`src/design/hsvc_pkg.sv`:
```
`default_nettype none

package hsvc_pkg;

    localparam int unsigned HUE_MAX    = 360;
    localparam int unsigned PCT_MAX    = 100;
    localparam int unsigned SECTOR_DEG = 60;
    localparam int unsigned SECTORS    = 6;
    // full scale of every numerator term: 100 * 60
    localparam int unsigned K_FULL     = 6000;
    // common denominator 600000 reduced by 64, with the half-step bias for rounding
    localparam int unsigned ROUND_DIV  = 9375;
    localparam int unsigned ROUND_BIAS = 4687;
    localparam int unsigned ROUND_DIV_W = 14;

    localparam int unsigned HUE_W   = 9;
    localparam int unsigned PCT_W   = 7;
    localparam int unsigned REM_W   = 6;
    localparam int unsigned K_W     = 13;
    localparam int unsigned PROD_W  = 20;
    localparam int unsigned LEVEL_W = 13;

    typedef struct packed {
        logic               led_on;
        logic [HUE_W-1:0]   hue_degrees;
        logic [PCT_W-1:0]   saturation_pct;
        logic [PCT_W-1:0]   value_pct;
    } t_hsv_item;

    typedef struct packed {
        logic [LEVEL_W-1:0] red_level;
        logic [LEVEL_W-1:0] green_level;
        logic [LEVEL_W-1:0] blue_level;
        logic               in_range;
    } t_rgb_item;

endpackage

`default_nettype wire

```
`src/design/hsvc_ifs.sv`:
```
`default_nettype none

interface hsvc_hsv_if;
    logic                 valid;
    logic                 ready;
    hsvc_pkg::t_hsv_item  data;

    modport source (output valid, output data, input ready);
    modport sink   (input valid, input data, output ready);
endinterface

interface hsvc_rgb_if;
    logic                 valid;
    logic                 ready;
    hsvc_pkg::t_rgb_item  data;

    modport source (output valid, output data, input ready);
    modport sink   (input valid, input data, output ready);
endinterface

`default_nettype wire

```
`src/design/hsvc_scale.sv`:
```
`default_nettype none

// three-stage rounding divide of a numerator by 600000, scaled by 2^FRAC_BITS
module hsvc_scale #(
    parameter int unsigned FRAC_BITS = 12
) (
    input  wire logic                           i_clk,
    input  wire logic                           i_en,
    input  wire logic [hsvc_pkg::PROD_W-1:0]    i_prod,
    output logic      [hsvc_pkg::LEVEL_W-1:0]   o_level
);
    import hsvc_pkg::*;

    localparam int unsigned ZW  = FRAC_BITS + 14;
    localparam int unsigned SH  = ZW;
    localparam int unsigned MW  = FRAC_BITS + 1;
    localparam int unsigned QW  = FRAC_BITS + 1;
    localparam int unsigned PW  = ZW + MW;
    localparam int unsigned P2W = QW + ROUND_DIV_W;
    localparam int unsigned EW  = (QW > LEVEL_W) ? QW : LEVEL_W;
    localparam logic [MW-1:0] RECIP = MW'((64'd1 << SH) / 64'(ROUND_DIV));

    logic [ZW-1:0]  r_za, r_zb, r_zc;
    logic [QW-1:0]  r_qb, r_qc;
    logic [P2W-1:0] r_p2;
    logic [ZW-1:0]  n_za;
    logic [PW-1:0]  w_prod;
    logic [P2W-1:0] w_p2, w_rem;
    logic [QW-1:0]  w_q;
    logic [EW-1:0]  w_qx;

    // scaled numerator plus rounding bias
    assign n_za   = (ZW'(i_prod) << (FRAC_BITS - 6)) + ZW'(ROUND_BIAS);
    // reciprocal estimate, at most one short of the true quotient
    assign w_prod = PW'(r_za) * PW'(RECIP);
    assign w_p2   = P2W'(r_qb) * P2W'(ROUND_DIV);
    assign w_rem  = P2W'(r_zc) - r_p2;
    assign w_q    = r_qc + QW'(w_rem >= P2W'(ROUND_DIV));
    assign w_qx   = EW'(w_q);
    assign o_level = w_qx[LEVEL_W-1:0];

    always_ff @(posedge i_clk) begin
        if (i_en) begin
            r_za <= n_za;
            r_zb <= r_za;
            r_qb <= w_prod[SH +: QW];
            r_zc <= r_zb;
            r_qc <= r_qb;
            r_p2 <= w_p2;
        end
    end

endmodule

`default_nettype wire

```
`src/design/hsv_to_rgb_converter_top.sv`:
```
`default_nettype none

// hsv to rgb colour converter. each item carries an led enable flag, a hue in degrees and a
// saturation and value in percent; each result gives red, green and blue with FRAC_BITS
// fraction bits (4096 is full intensity at the default), rounded to nearest with ties up,
// plus an in_range flag. hue above 360 and saturation or value above 100 are clamped
// before conversion and clear in_range. led off gives black but in_range is still
// reported. a hue of 360 wraps to red. one item is taken every cycle while the output
// is not stalled; each result passes through seven register stages (sector split, term
// build, value multiply, three-stage reciprocal divide, output register), the first of
// which loads on the accepting edge. the whole pipeline holds while the output item
// waits to be taken; no item is taken during reset.
module hsv_to_rgb_converter_top #(
    parameter int unsigned FRAC_BITS = 12
) (
    input  wire logic   i_clk,
    input  wire logic   i_rst_n,
    hsvc_hsv_if.sink    i_hsv,
    hsvc_rgb_if.source  o_rgb
);
    import hsvc_pkg::*;

    localparam int unsigned DEPTH = 6;

    // colour sectors of the hue circle, 60 degrees each
    typedef enum logic [2:0] {
        SEC_R_Y = 3'd0,
        SEC_Y_G = 3'd1,
        SEC_G_C = 3'd2,
        SEC_C_B = 3'd3,
        SEC_B_M = 3'd4,
        SEC_M_R = 3'd5
    } t_sector;

    // item details that ride alongside the arithmetic
    typedef struct packed {
        logic    led_on;
        logic    in_range;
        t_sector sector;
    } t_side;

    // pipeline control: everything moves together unless the output is stalled
    logic               w_en;
    logic [DEPTH-1:0]   r_vld;
    t_side              r_side [DEPTH];
    logic               r_out_vld;
    t_rgb_item          r_out;
    t_rgb_item          n_out;

    // stage 1: clamp, range check, sector and remainder
    logic [HUE_W-1:0]   w_hue_c;
    logic [PCT_W-1:0]   w_sat_c, w_val_c;
    logic [2:0]         w_cnt;
    logic [HUE_W-1:0]   w_rem9;
    t_side              n_side0;
    logic [PCT_W-1:0]   r_s1_sat, r_s1_val;
    logic [REM_W-1:0]   r_s1_rem;

    // stage 2: numerator terms over the common denominator
    logic [K_W-1:0]     w_kp, w_kq, w_kt;
    logic [PCT_W-1:0]   r_s2_val;
    logic [K_W-1:0]     r_s2_kp, r_s2_kq, r_s2_kt;

    // stage 3: terms times value
    logic [PROD_W-1:0]  r_s3_pv, r_s3_pp, r_s3_pq, r_s3_pt;

    // divider outputs
    logic [LEVEL_W-1:0] w_lv, w_lp, w_lq, w_lt;

    assign w_en        = ~r_out_vld | o_rgb.ready;
    // no item is taken while reset is held
    assign i_hsv.ready = w_en & i_rst_n;
    assign o_rgb.valid = r_out_vld;
    assign o_rgb.data  = r_out;

    always_comb begin
        w_hue_c = (i_hsv.data.hue_degrees > HUE_W'(HUE_MAX)) ?
                  HUE_W'(HUE_MAX) : i_hsv.data.hue_degrees;
        w_sat_c = (i_hsv.data.saturation_pct > PCT_W'(PCT_MAX)) ?
                  PCT_W'(PCT_MAX) : i_hsv.data.saturation_pct;
        w_val_c = (i_hsv.data.value_pct > PCT_W'(PCT_MAX)) ?
                  PCT_W'(PCT_MAX) : i_hsv.data.value_pct;
        // sector count by independent threshold compares, 0 to 6
        w_cnt = 3'd0;
        for (int i = 1; i <= int'(SECTORS); i++) begin
            w_cnt = w_cnt + 3'(w_hue_c >= HUE_W'(i * int'(SECTOR_DEG)));
        end
        w_rem9 = w_hue_c - HUE_W'(int'(w_cnt) * int'(SECTOR_DEG));
        n_side0.led_on   = i_hsv.data.led_on;
        n_side0.in_range = (i_hsv.data.hue_degrees <= HUE_W'(HUE_MAX)) &&
                           (i_hsv.data.saturation_pct <= PCT_W'(PCT_MAX)) &&
                           (i_hsv.data.value_pct <= PCT_W'(PCT_MAX));
        // full circle wraps back to the red sector
        n_side0.sector   = (w_cnt == 3'(SECTORS)) ? SEC_R_Y : t_sector'(w_cnt);
    end

    // p, q and t numerators; v is the constant full scale term
    always_comb begin
        w_kp = (K_W'(PCT_MAX) - K_W'(r_s1_sat)) * K_W'(SECTOR_DEG);
        w_kq = K_W'(K_FULL) - K_W'(r_s1_sat) * K_W'(r_s1_rem);
        w_kt = K_W'(K_FULL) - K_W'(r_s1_sat) * (K_W'(SECTOR_DEG) - K_W'(r_s1_rem));
    end

    // valid bits, cleared on reset
    always_ff @(posedge i_clk) begin
        if (!i_rst_n) begin
            r_vld     <= '0;
            r_out_vld <= 1'b0;
        end else if (w_en) begin
            r_vld     <= {r_vld[DEPTH-2:0], i_hsv.valid};
            r_out_vld <= r_vld[DEPTH-1];
        end
    end

    always_ff @(posedge i_clk) begin
        if (w_en) begin
            r_side[0] <= n_side0;
            for (int i = 1; i < DEPTH; i++) begin
                r_side[i] <= r_side[i-1];
            end
            r_s1_sat <= w_sat_c;
            r_s1_val <= w_val_c;
            r_s1_rem <= w_rem9[REM_W-1:0];
            r_s2_val <= r_s1_val;
            r_s2_kp  <= w_kp;
            r_s2_kq  <= w_kq;
            r_s2_kt  <= w_kt;
            r_s3_pv  <= PROD_W'(r_s2_val) * PROD_W'(K_FULL);
            r_s3_pp  <= PROD_W'(r_s2_val) * PROD_W'(r_s2_kp);
            r_s3_pq  <= PROD_W'(r_s2_val) * PROD_W'(r_s2_kq);
            r_s3_pt  <= PROD_W'(r_s2_val) * PROD_W'(r_s2_kt);
            r_out    <= n_out;
        end
    end

    hsvc_scale #(.FRAC_BITS(FRAC_BITS)) u_scale_v (
        .i_clk(i_clk), .i_en(w_en), .i_prod(r_s3_pv), .o_level(w_lv)
    );
    hsvc_scale #(.FRAC_BITS(FRAC_BITS)) u_scale_p (
        .i_clk(i_clk), .i_en(w_en), .i_prod(r_s3_pp), .o_level(w_lp)
    );
    hsvc_scale #(.FRAC_BITS(FRAC_BITS)) u_scale_q (
        .i_clk(i_clk), .i_en(w_en), .i_prod(r_s3_pq), .o_level(w_lq)
    );
    hsvc_scale #(.FRAC_BITS(FRAC_BITS)) u_scale_t (
        .i_clk(i_clk), .i_en(w_en), .i_prod(r_s3_pt), .o_level(w_lt)
    );

    // sector routing; zero saturation needs no special path since p, q and t equal v
    always_comb begin
        n_out.in_range = r_side[DEPTH-1].in_range;
        case (r_side[DEPTH-1].sector)
            SEC_R_Y: begin
                n_out.red_level = w_lv; n_out.green_level = w_lt; n_out.blue_level = w_lp;
            end
            SEC_Y_G: begin
                n_out.red_level = w_lq; n_out.green_level = w_lv; n_out.blue_level = w_lp;
            end
            SEC_G_C: begin
                n_out.red_level = w_lp; n_out.green_level = w_lv; n_out.blue_level = w_lt;
            end
            SEC_C_B: begin
                n_out.red_level = w_lp; n_out.green_level = w_lq; n_out.blue_level = w_lv;
            end
            SEC_B_M: begin
                n_out.red_level = w_lt; n_out.green_level = w_lp; n_out.blue_level = w_lv;
            end
            default: begin
                n_out.red_level = w_lv; n_out.green_level = w_lp; n_out.blue_level = w_lq;
            end
        endcase
        // led off forces black
        if (!r_side[DEPTH-1].led_on) begin
            n_out.red_level   = '0;
            n_out.green_level = '0;
            n_out.blue_level  = '0;
        end
    end

endmodule

`default_nettype wire
```
`src/flat_wrapper.sv`:
```
// flat-port wrapper written by rule: the top's interface ports become plain ports
module hsv_to_rgb_converter_top_flat import hsvc_pkg::*;
#(
    parameter int unsigned FRAC_BITS = 12
)
  (i_clk, i_rst_n, i_hsv_valid, i_hsv_data, i_hsv_ready, o_rgb_valid, o_rgb_data, o_rgb_ready);
  hsvc_hsv_if i_hsv_i ();
  hsvc_rgb_if o_rgb_i ();
  input  wire logic i_clk;
  input  wire logic i_rst_n;
  input wire logic [$bits(i_hsv_i.valid)-1:0] i_hsv_valid;
  input wire logic [$bits(i_hsv_i.data)-1:0] i_hsv_data;
  output wire logic [$bits(i_hsv_i.ready)-1:0] i_hsv_ready;
  output wire logic [$bits(o_rgb_i.valid)-1:0] o_rgb_valid;
  output wire logic [$bits(o_rgb_i.data)-1:0] o_rgb_data;
  input wire logic [$bits(o_rgb_i.ready)-1:0] o_rgb_ready;
  assign i_hsv_i.valid = i_hsv_valid;
  assign i_hsv_i.data = i_hsv_data;
  assign i_hsv_ready = i_hsv_i.ready;
  assign o_rgb_valid = o_rgb_i.valid;
  assign o_rgb_data = o_rgb_i.data;
  assign o_rgb_i.ready = o_rgb_ready;
  hsv_to_rgb_converter_top #(.FRAC_BITS(FRAC_BITS)) u_core (.i_clk(i_clk), .i_rst_n(i_rst_n), .i_hsv(i_hsv_i), .o_rgb(o_rgb_i));
endmodule
```
`config.mk`:
```
export PLATFORM = sky130hd
export DESIGN_NAME = hsv_to_rgb_converter_top_flat
export DESIGN_NICKNAME = d
export VERILOG_FILES = /design/src/design/hsvc_pkg.sv /design/src/design/hsvc_ifs.sv /design/src/design/hsvc_scale.sv /design/src/design/hsv_to_rgb_converter_top.sv /design/src/flat_wrapper.sv
export SDC_FILE = /design/constraint.sdc
export NUM_CORES = 2
export LEC_CHECK = 0
export ABC_CLOCK_PERIOD_IN_PS = 21400
export BUFFER_PORTS_ARGS = -buffer_cell sky130_fd_sc_hd__clkbuf_2
export CAP_MARGIN = 30
export CORE_ASPECT_RATIO = 0.75
export CORE_MARGIN = 4
export CORE_UTILIZATION = 25
export DETAILED_ROUTE_END_ITERATION = 8
export PLACE_DENSITY = 0.49
export SLEW_MARGIN = 5
export SYNTH_ARGS = -nofsm -noshare
export SYNTH_HDL_FRONTEND = slang
export SYNTH_HIERARCHICAL = 1
export SYNTH_SLANG_ARGS = --single-unit
```
`constraint.sdc`:
```
create_clock -name i_clk -period 21.4 [get_ports i_clk]
set_input_delay 3.21 -clock i_clk [delete_from_list [all_inputs] [get_ports i_clk]]
set_output_delay 3.21 -clock i_clk [all_outputs]
set_load 0.02 [all_outputs]
```
# Word level (Yosys, flattened, before mapping)
# Memories as Yosys holds them, arrays and structs flattened.
# Index checks and enable logic that the tools add are counted.
# op_classes
eq_ne	5
n_lt_le_gt_ge	16
n_mux	5
n_bitwise	3
shift	0
n_reduce_logical	3
mul	16
n_addsub	22
div_mod_pow	0
# ops
operator	count
$pmux W39 S5	1
$mul A26 B12 Y38 const B	4
$ge A27 B14 Y1 const B	4
$mul A13 B14 Y27 const B	4
$sub A26 B27 Y27	4
$add A26 B13 Y26 const B	4
$add A13 B1 Y13	4
$mul A7 B13 Y20	2
$sub A13 B13 Y13 const A	2
$ge A9 B8 Y1 const B	2
$ge A9 B9 Y1 const B	2
$mul A7 B11 Y18	1
$mul A7 B9 Y16 const B	1
$gt A7 B7 Y1 const B	2
$le A7 B7 Y1 const B	2
$mul A13 B4 Y11 const B	1
$mul A7 B13 Y13	1
$mul A7 B6 Y13	1
$add A3 B1 Y3	4
$ge A9 B6 Y1 const B	1
$ge A9 B7 Y1 const B	1
$gt A9 B9 Y1 const B	1
$le A9 B9 Y1 const B	1
$mux W9	1
15 further kinds	19
# totals
inputBits	28
output_inout_bits	42
memories	1
latchBits	0
register_bits	711
romBits	0
ram_bits	30
# memory_table
name	depth	width	read_ports	rd_ports_with_merged_regs	write_ports	line_no	source
u_core.r_side	6	5	6	0	6	hsv_to_rgb_converter_top.sv:45	t_side r_side [DEPTH];

# Longest topological paths before layout
# depth
depth_word	10
ltp_mapped	23

# Hierarchy
# Netlist, hierarchy kept.
# modules_own_cells
mod	cells_per_inst	seq_area_each_um2	area_per_inst_um2	instances
hsv_to_rgb_converter_top	2150	6326.1	21645.8	1
hsvc_scale at u_core.u_scale_t	1248	3363.2	13279.0	1
hsvc_scale at u_core.u_scale_p	1251	3363.2	13270.2	1
hsvc_scale at u_core.u_scale_v	1231	3363.2	13216.4	1
hsvc_scale at u_core.u_scale_q	1250	3363.2	13158.9	1

# Least setup slack after synthesis
# OpenSTA, ideal clock, no wires.
# synth_path
kind	input -> output
startpoint	input port o_rgb_ready
endpoint	output port i_hsv_ready
arrival_ns	20.181
path_buffers	1
slack_ns	-1.991
cell_stages	4
cell_sequence	nor2b_1 > clkbuf_1 > clkinv_1 > and2_1
# synth_via
elab_chain_len	2
# synth_lines
element	line_no	source
start: declaration	flat_wrapper.sv:16	input wire logic [$bits(o_rgb_i.ready)-1:0] o_rgb_ready;
$or A1 B1 Y1	hsv_to_rgb_converter_top.sv:70	assign w_en = ~r_out_vld | o_rgb.ready;
net u_core.w_en	hsv_to_rgb_converter_top.sv:43	logic w_en;
$and A1 B1 Y1	hsv_to_rgb_converter_top.sv:72	assign i_hsv.ready = w_en & i_rst_n;
end: declaration	flat_wrapper.sv:13	output wire logic [$bits(i_hsv_i.ready)-1:0] i_hsv_ready;
# The timed path passes the listed nets, and every way through them passes these cells.

# Final worst setup path
# Same ends and word-level chain as after synthesis.

==> impl_metrics.py <==
metrics = {
    "floorplan": {
        "num_io_pins": 70,
        "coreArea_sq_um": 296500,
        "die_y_microns": 481.0,
        "start_util": 0.2515,
        "dieArea_sq_um": 307200,
        "die_w_microns": 638.6,
        "rows": 173,
    },
    "placement": {
        "hpwl_microns": 139600,
        "gp_congestion": 0.8509,
        "io_buffers": 69,
        "place_ws_ns": 13.28,
    },
    "clocking": {
        "htreeDepth": 3,
        "post_cts_resized": 0,
        "clkTransAtPathRegs_ns": 0.06,
        "cts-root-buf": "clkbuf_16",
        "cts_sinks": 661,
        "cts_buffers": 77,
        "cts_tree": "built",
        "cts_setup_buffers": 0,
        "clockBufferDepth": 3,
        "clk_latency_ns": 0.69,
        "cts_hold_buf": 0,
    },
    "global_routing": {
        "grt_pass1_wl_microns": 278900,
        "grt-ovfl-total": 0,
        "track_usage": 0.1119,
        "antenna_found_initial": 5,
        "grt_max_degree": 137,
        "grt_pass1_vias": 50600,
    },
    "routing": {
        "wl_per_cell_microns": 15.09,
        "postRouteWirelength_microns": 169400,
        "met3_length_microns": 7441,
        "vias": 48180,
        "dr_wl_met2_microns": 66820,
        "via_per_inst": 4.291,
        "dr.pass1.iters": 8,
        "antenna_left": 0,
        "drc": 0,
        "highest_layer": "met4",
        "drt_iter0_markers": 2582,
        "drt-met1-wl_microns": 92410,
    },
    "finish": {
        "final_layout_size_suffix_gt1_frac": 0.04224,
        "fill_cells": 31020,
        "register_area_sq_um": 19780,
        "multi_input_area_sq_um": 48330,
        "diodes": 0,
        "syn2layout_area_growth_pct": 10.39,
        "final_nets": 9174,
    },
    "run": {
        "maxCapViolCount": 0,
    },
    "synth": {
        "synth-simple-area-share": 0.08963,
        "synth_top_area_cell": "edfxtp_1",
        "yosysWarnings": 6,
        "synth-edff-count": 654,
        "syn_area_per_cell_sq_um": 10.46,
        "synth_commonest_cells": "1641 x inv_1, 1028 x ha_1, 886 x fa_1",
        "async_flop_share": 0,
        "synthCells": 7130,
        "synth-xor-area-share": 0.05450,
        "yosys.area_share.adder": 0.4103,
        "yosysMostFrequentCell": "inv_1",
        "synth_compound_area_frac": 0.08745,
        "synth_mux_area_frac": 0.005403,
        "yosysUniqueCellTypes": 107,
        "synth_top_family_by_area": "adder cells",
        "synth_area_leaders": "edfxtp_1 26%, fa_1 24%, ha_1 17%",
        "ys_seq_elements": 661,
        "synth_area_sq_um": 74570,
        "ys.flop_type": "edfxtp_1",
        "yosys.area.top_type_share": 0.2634,
        "yosysSeqAreaShare": 0.2652,
    },
    "worst_hold_path": {
        "hp-class": "reg -> reg",
        "min-delay-start": "u_core/r_side[4][2]$_DFFE_PN_",
    },
    "timing": {
        "setup_tns_ns": 0,
        "fin_ws_ns": 13.80,
        "hold_slack_ns": 0.4124,
        "worst_slew_pin_slew_ns": 0.9302,
        "period_needed_ns": 7.596,
        "skew_ns": 0.03396,
        "final_max_slew_viol_count": 0,
        "hold_viol": 0,
        "finalCritPeriodShare": 0.3549,
        "rsz0062_at_grt": "no",
        "fmax_mhz": 131.7,
        "setup_viol": 0,
        "relSlewSlack": 0.3799,
    },
    "setup_path": {
        "worst-endpoint-required_ns": 18.19,
        "path_class": "in -> out",
        "path_max_fanout": 119,
        "setup.worst_path.start": "o_rgb_ready",
        "arrival_ns": 4.39,
        "critPathLaunchType": "input pin",
        "r2r_start": "u_core/u_scale_q/r_za[13]$_DFFE_PP_",
        "crit_path_end_kind": "output pin",
    },
    "status": {
        "status": "completed",
    },
}
stage by stage:
step,std cells,instance area [sq um],utilization
finish,11230,82320,0.2776
global route,11230,82320,0.2776
CTS,11230,82280,0.2774
detailed placement,11090,79780,0.2690
global placement,11080,79720,0.2688
floorplan,7145,74630,-
state kept, by name, indices dropped and copies added, names as in the netlist, 18 cells and up:
name	cells
u_core/r_s3_pt	19
u_core/o_rgb.data	40
u_core/r_s3_pp	18
u_core/u_scale_v/r_za	20
u_core/r_side	30
u_core/u_scale_t/r_za	20
u_core/u_scale_v/r_zc	20
u_core/u_scale_q/r_zb	20
u_core/r_s3_pq	20
u_core/u_scale_q/r_zc	20
u_core/u_scale_p/r_p2	26
u_core/u_scale_p/r_za	20
u_core/u_scale_t/r_p2	26
u_core/u_scale_q/r_za	20
u_core/u_scale_v/r_p2	26
u_core/u_scale_t/r_zc	20
u_core/u_scale_p/r_zc	20
u_core/u_scale_t/r_zb	20
u_core/u_scale_q/r_p2	26
u_core/u_scale_v/r_zb	20
u_core/u_scale_p/r_zb	20
critical path: stages:
cell and delay, ns:
clkbuf_2 0.08, nor2b_1 0.35, buf_4 0.26, inv_16 0.09, and2_1 0.20, clkbuf_2 0.15
cell type report:
cell class	count	area share
Inverter	1642	0.07507
Multi-Input combinational cell	4752	0.5871
Tap cell	3937	0.05984
Clock buffer	87	0.02412
Clock inverter	51	0.006232
Timing Repair Buffer	98	0.007326
Sequential cell	661	0.2403
cells by family after synthesis:
group           after synthesis
xor+xnor                    464
compound gates              951
mux                          39
fa+ha+maj                  1914
buf+inv                    1732
simple gates               1368
flops                       661
other cells                   1
placed cells by master, fill, tap and decap left out, types with 16 or more instances in the layout:
cell / instances
a211oi_1: 36
a21o_1: 107
a21oi_1: 253
a221oi_1: 16
a22oi_1: 25
a31oi_1: 38
and2_1: 156
and3_1: 49
buf_4: 26
clkbuf_16: 78
clkbuf_2: 69
conb_1: 16
edfxtp_1: 654
fa_1: 886
ha_1: 1028
inv_1: 1641
mux2i_1: 29
nand2_1: 442
nand2b_1: 30
nand3_1: 105
nand4_1: 39
nor2_1: 290
nor2b_1: 47
nor3_1: 68
nor3b_1: 28
nor4_1: 19
o211a_1: 16
o211ai_1: 16
o21a_1: 47
o21ai_0: 173
o21bai_1: 31
or2_2: 22
or3_1: 19
xnor2_1: 316
xor2_1: 148
path summary, 6_finish.rpt:
| path | slack, ns | cells after the start | end |
|---|---|---|---|
| max | 13.80 | 6 | i_hsv_ready |
| min | 0.41 | 0 | u_core/r_side[5][2]$_DFFE_PN_ |
| max reg2reg | 14.89 | 19 | u_core/u_scale_q/r_qb[12]$_DFFE_PP_ |
| min reg2reg | 0.41 | 0 | u_core/r_side[5][2]$_DFFE_PN_ |
per-layer routing:
layer  global-route usage  vias to the layer above
li1                     -                    23580
met2               0.1585                      747
met4              0.01957                        0
met5                    0                        -
met1               0.1782                    23720
met3              0.01665                      131
Power is left out: the tool's default activity adds up to more than one toggle a clock period on the data nets, which glitch-free logic cannot reach.
